--- src/rtl/mpas_pkg.sv ---
// Shared types and constants of the multilevel priority aging scheduler.
// No dependencies; used by mpas_ctrl, mpas_dp and the top level.
package mpas_pkg;

    typedef enum logic [2:0] {
        ST_ADDED      = 3'd0,
        ST_BAD_PRIO   = 3'd1,
        ST_FULL       = 3'd2,
        ST_DISPATCHED = 3'd3,
        ST_IDLE       = 3'd4
    } status_t;

    typedef enum logic {
        CFG_QUANTUM = 1'b0,
        CFG_AGING   = 1'b1
    } cfg_idx_t;

    localparam logic [7:0]  QUANTUM_RST = 8'd3;
    localparam logic [15:0] AGING_RST   = 16'd1;
    localparam logic [3:0]  FIRST_AGED_LEVEL = 4'd2;

    typedef struct packed {
        logic [7:0]  task_id;
        logic [3:0]  level;
        logic [15:0] remaining;
        logic [31:0] stamp;
        logic [31:0] order;
    } slot_t;

    typedef enum logic [3:0] {
        S_IDLE,
        S_DECODE,
        S_ADD,
        S_PICK,
        S_PICK_END,
        S_RUN,
        S_AGE,
        S_AGE_END,
        S_FINISH,
        S_DONE
    } state_t;

    typedef struct packed {
        logic    capture;
        logic    add_step;
        logic    scan_step;
        logic    scan_age;
        logic    run_apply;
        logic    age_apply;
        logic    lv_inc;
        logic    finish;
        logic    set_status;
        status_t status_code;
        logic    load_out;
    } cmd_t;

    typedef struct packed {
        logic is_dispatch;
        logic prio_ok;
        logic add_free;
        logic scan_end;
        logic found;
        logic lv_last;
        logic out_free;
    } stat_t;

endpackage

--- src/rtl/mpas_ctrl.sv ---
// Sequencer of the scheduler: walks add, pick, run and aging phases.
// Depends on mpas_pkg; drives mpas_dp through cmd_t, reads stat_t.
module mpas_ctrl
    import mpas_pkg::*;
(
    input  logic  clk,
    input  logic  rst_n,
    input  logic  in_valid,
    output logic  in_stall,
    input  stat_t stat,
    output cmd_t  cmd
);

    state_t state_reg;
    state_t state_next;

    always_ff @(posedge clk or negedge rst_n)
    begin
        if (!rst_n)
        begin
            state_reg <= S_IDLE;
        end
        else
        begin
            state_reg <= state_next;
        end
    end

    always_comb
    begin
        state_next = state_reg;
        unique case (state_reg)
            S_IDLE:
            begin
                if (in_valid)
                    state_next = S_DECODE;
            end
            S_DECODE:
            begin
                if (stat.is_dispatch)
                    state_next = S_PICK;
                else if (stat.prio_ok)
                    state_next = S_ADD;
                else
                    state_next = S_DONE;
            end
            S_ADD:
            begin
                if (stat.add_free || stat.scan_end)
                    state_next = S_DONE;
            end
            S_PICK:
            begin
                if (stat.scan_end)
                    state_next = S_PICK_END;
            end
            S_PICK_END:
            begin
                state_next = stat.found ? S_RUN : S_DONE;
            end
            S_RUN:
            begin
                state_next = S_AGE;
            end
            S_AGE:
            begin
                if (stat.scan_end)
                    state_next = S_AGE_END;
            end
            S_AGE_END:
            begin
                if (stat.found || !stat.lv_last)
                    state_next = S_AGE;
                else
                    state_next = S_FINISH;
            end
            S_FINISH:
            begin
                state_next = S_DONE;
            end
            S_DONE:
            begin
                if (stat.out_free)
                    state_next = S_IDLE;
            end
            default:
            begin
                state_next = S_IDLE;
            end
        endcase
    end

    always_comb
    begin
        cmd = '0;
        cmd.status_code = ST_ADDED;
        unique case (state_reg)
            S_IDLE:
            begin
                cmd.capture = in_valid;
            end
            S_DECODE:
            begin
                if (!stat.is_dispatch && !stat.prio_ok)
                begin
                    cmd.set_status  = 1'b1;
                    cmd.status_code = ST_BAD_PRIO;
                end
            end
            S_ADD:
            begin
                cmd.add_step = 1'b1;
                if (stat.add_free)
                begin
                    cmd.set_status  = 1'b1;
                    cmd.status_code = ST_ADDED;
                end
                else if (stat.scan_end)
                begin
                    cmd.set_status  = 1'b1;
                    cmd.status_code = ST_FULL;
                end
            end
            S_PICK:
            begin
                cmd.scan_step = 1'b1;
            end
            S_PICK_END:
            begin
                if (!stat.found)
                begin
                    cmd.set_status  = 1'b1;
                    cmd.status_code = ST_IDLE;
                end
            end
            S_RUN:
            begin
                cmd.run_apply = 1'b1;
            end
            S_AGE:
            begin
                cmd.scan_step = 1'b1;
                cmd.scan_age  = 1'b1;
            end
            S_AGE_END:
            begin
                if (stat.found)
                    cmd.age_apply = 1'b1;
                else if (!stat.lv_last)
                    cmd.lv_inc = 1'b1;
            end
            S_FINISH:
            begin
                cmd.finish      = 1'b1;
                cmd.set_status  = 1'b1;
                cmd.status_code = ST_DISPATCHED;
            end
            S_DONE:
            begin
                cmd.load_out = stat.out_free;
            end
            default:
            begin
                cmd = '0;
            end
        endcase
    end

    assign in_stall = (state_reg != S_IDLE);

endmodule

--- config.mk ---
export PLATFORM = sky130hd
export DESIGN_NAME = mpas_ctrl
export DESIGN_NICKNAME = d
export VERILOG_FILES = /design/src/rtl/mpas_pkg.sv /design/src/rtl/mpas_ctrl.sv
export SDC_FILE = /design/constraint.sdc
export NUM_CORES = 1
export LEC_CHECK = 0
export BUFFER_PORTS_ARGS = -buffer_cell sky130_fd_sc_hd__buf_4
export CELL_PAD_IN_SITES_DETAIL_PLACEMENT = 0
export CELL_PAD_IN_SITES_GLOBAL_PLACEMENT = 1
export CORE_MARGIN = 2
export CORE_UTILIZATION = 31
export CTS_BUF_LIST = sky130_fd_sc_hd__clkbuf_4 sky130_fd_sc_hd__clkbuf_8 sky130_fd_sc_hd__clkbuf_16
export DETAILED_ROUTE_END_ITERATION = 16
export PLACE_DENSITY = 0.83
export SLEW_MARGIN = 20
export SYNTH_ARGS = -nofsm -noshare
export SYNTH_HDL_FRONTEND = slang
export SYNTH_SLANG_ARGS = --single-unit
--- constraint.sdc ---
create_clock -name clk -period 1.7 [get_ports clk]
set_input_delay 0.17 -clock clk [delete_from_list [all_inputs] [get_ports clk]]
set_output_delay 0.17 -clock clk [all_outputs]
set_load 0.01 [all_outputs]
==> flow_summary.json <==
{
  "cp-start-kind": "register",
  "place_congestion": 0.8920,
  "cts-root-buf": "clkbuf_4",
  "path_cells": "nor2_2, nand3_1, a21oi_2, a21o_1, buf_4",
  "syn-instance-count": 73,
  "synth_nets": 83,
  "hold_viol": 0,
  "final.fill_count": 164,
  "totalWireLength_um": 1598,
  "tns_ns": 0,
  "arrival_ns": 1.43,
  "drtPass1Iterations": 4,
  "rows": 15,
  "cellPowerDensity_nw_per_um2": 1506,
  "ys_ff_latch": 4,
  "path_clk_slew_ns": 0.04,
  "maxCapViolations": 0,
  "clkPwrFrac": 0.101,
  "worst_pin_slew_ns": 0.4478,
  "place_hpwl_um": 1227,
  "drt-wirelength-per-cell_um": 13.32,
  "clk_latency_ns": 0.24,
  "p_int_mw": 0.6400,
  "ys_warn_count": 0,
  "synth_area_per_cell_um2": 7.336,
  "grt_overflow": 0,
  "grt_use_total": 0.1663,
  "worstPathRequired_ns": 1.53,
  "initial_utilization": 0.3206,
  "grt_pass1_vias": 579,
  "cts_made_buffers": 3,
  "tritoncts": "yes",
  "max_freq_mhz": 626.7,
  "largest_reg_flops": 4,
  "setup-violations-final": 0,
  "synth_cell_types": 36,
  "slowest_stage": "dfrtp_2",
  "grt_pass1_wl_um": 2490,
  "period_minus_slack_ns": 1.596,
  "rsz0062_at_grt": "false",
  "synth_top_cell_area_share": 0.1869,
  "end_kind": "output pin",
  "drc": 0,
  "path_class": "reg2out",
  "min_path_type": "in2async",
  "cts_sinks": 4,
  "synth_area_leader_cell": "dfrtp_1",
  "die_height_um": 45.56,
  "portBuffers": 23,
  "n_antenna_cell": 0,
  "die_x_um": 45.56,
  "dp.cells": 114,
  "finClkSkew_ns": 0.007610,
  "stdcell_count": 120,
  "period_share": 0.9386,
  "grt_max_degree": 15,
  "core_um2": 1670,
  "cts.path.max_buffers": 2,
  "drt_iter0_markers": 26,
  "die_area_um2": 2076,
  "p_sw_frac": 0.4686,
  "synth_area_leaders": "dfrtp_1, nor3_1, nor2_1",
  "fin_nets": 115,
  "area_growth_pct": 49.30,
  "antenna_found_initial": 0,
  "pin_count": 24,
  "pwr-share-seq": 0.187,
  "synth_seq_area_share": 0.1869,
  "p_sw_mw": 0.5644,
  "drive_gt1_frac": 0.4466,
  "ir_drop_uv": 443.2,
  "num_vias": 652,
  "ant_nets": 0,
  "post_drt_via_cell_ratio": 5.433,
  "status": "finished clean",
  "worst_path_largest_cell_delay_ns": 0.49,
  "combPwrFrac": 0.713,
  "htreeDepth": 1,
  "drv_slew": 0,
  "slew_headroom": 0.6938,
  "total_leakage_power_nw": 0.3839,
  "cp_max_fo": 11,
  "netlist_area_um2": 535.5
}
## final timing paths
path	from	endpoint	slack (ns)	cells past startpoint
max	state_reg[3]	cmd[4]	0.10	5
min	rst_n	state_reg[0]	0.26	2
max reg2reg	state_reg[0]	state_reg[1]	0.22	5
min reg2reg	state_reg[2]	state_reg[0]	0.81	3
max in group asynchronous	rst_n	state_reg[3]	1.32	2
min in group clk	stat[0]	state_reg[0]	0.31	3
## power groups by stage
stage	Clock (mW)	Sequential, mW	Combinational (mW)
after floorplan	0	0.158	0.599
after global placement	0	0.226	0.781
after detailed placement	0	0.231	0.784
after CTS	0.126	0.237	0.789
after global routing	0.138	0.234	0.936
final	0.121	0.225	0.858
## stage by stage
step	util	power, mW	hold slack, ns	area [µm²]	setup WS (ns)
2_1_floorplan	-	0.7576	-0.1256	535.5	0.4159
5_1_grt	0.4787	1.308	0.2627	799.5	0.01673
3_3_place_gp	0.4382	1.007	-0.03277	732.0	0.2007
4_1_cts	0.4592	1.152	0.2531	767.0	0.005358
3_5_place_dp	0.4382	1.016	-0.03189	732.0	0.1538
6_report	0.4787	1.204	0.2610	799.5	0.1044
## cell usage after synthesis
cell and count:
nor2_1 9, nor3_1 9, dfrtp_1 4, a21oi_1 3, and3_1 3, inv_1 3, nand2_1 3, nand2b_1 3
a21o_1 2, buf_4 2, buf_6 2, mux2i_1 2, nor3b_1 2, nor4_1 2, o21ai_1 2, or3_1 2
a2111oi_0 1, a211oi_4 1, a21oi_2 1, a2bb2oi_1 1, a31o_1 1, a31oi_1 1, and4b_1 1, buf_2 1
inv_2 1, nand3_1 1, nor2_2 1, nor2_4 1, nor2b_1 1, o21ai_0 1, o22a_1 1, o22ai_1 1
o311ai_1 1, or2_1 1, or2_2 1, xnor2_1 1
## layout make-up
class,instances,area (µm²),area share
Tap cell,17,21.27,0.02660
Timing Repair Buffer,32,240.2,0.3005
Inverter,4,15.01,0.01878
Clock buffer,3,22.52,0.02817
Multi-Input combinational cell,60,397.9,0.4977
Sequential cell,4,102.6,0.1283
## per-layer routing
metal	wire length [µm]	GRT usage	vias up
li1	-	-	329
met3	62	0.04365	6
met1	715	0.2048	295
met2	744	0.2479	22
met5	0	0	-
met4	76	0.1176	0
## critical path: cells and delay by family (launching register included)
family	cells	cell delay, ns
flops	1	0.49
compound gates	2	0.32
simple gates	2	0.27
buf+inv	1	0.11
## logic make-up after synthesis
group | Yosys count | synth area share
xor+xnor | 1 | 0.01636
compound gates | 17 | 0.2430
simple gates | 40 | 0.4089
flops | 4 | 0.1869
mux | 2 | 0.03738
buf+inv | 9 | 0.1074
## placed cells by master (no fill, tap or decap)
cell,count
nand2b_4,1
nand2_1,3
or2_1,1
a21o_1,2
buf_4,30
inv_1,3
a31oi_1,1
dlygate4sd3_1,1
nor3b_1,2
a21oi_1,2
a21oi_2,2
o22a_1,1
inv_2,1
nor4_2,1
nor2b_2,1
buf_2,1
and4b_1,1
a31o_1,1
o21ai_0,1
or2_2,1
o21ai_1,2
o22ai_1,1
nor2_4,1
a211oi_4,1
nand2b_1,2
clkbuf_4,3
dfrtp_1,2
nor2_2,1
xnor2_1,1
a2bb2oi_1,1
a2111oi_0,1
and3_1,3
mux2i_1,2
o311ai_1,1
nor2_1,9
nor4_1,1
nor3_1,9
dfrtp_2,2
or3_1,2
nand3_1,1
## repair_timing
action	in CTS	in global routing
setup buffers	0	2
resized for setup	2	4
hold buffers	1	0
setup endpoints to repair	3	3
endpoints found under the hold margin	4	0
No activity file was read; power rests on OpenSTA's default activity.
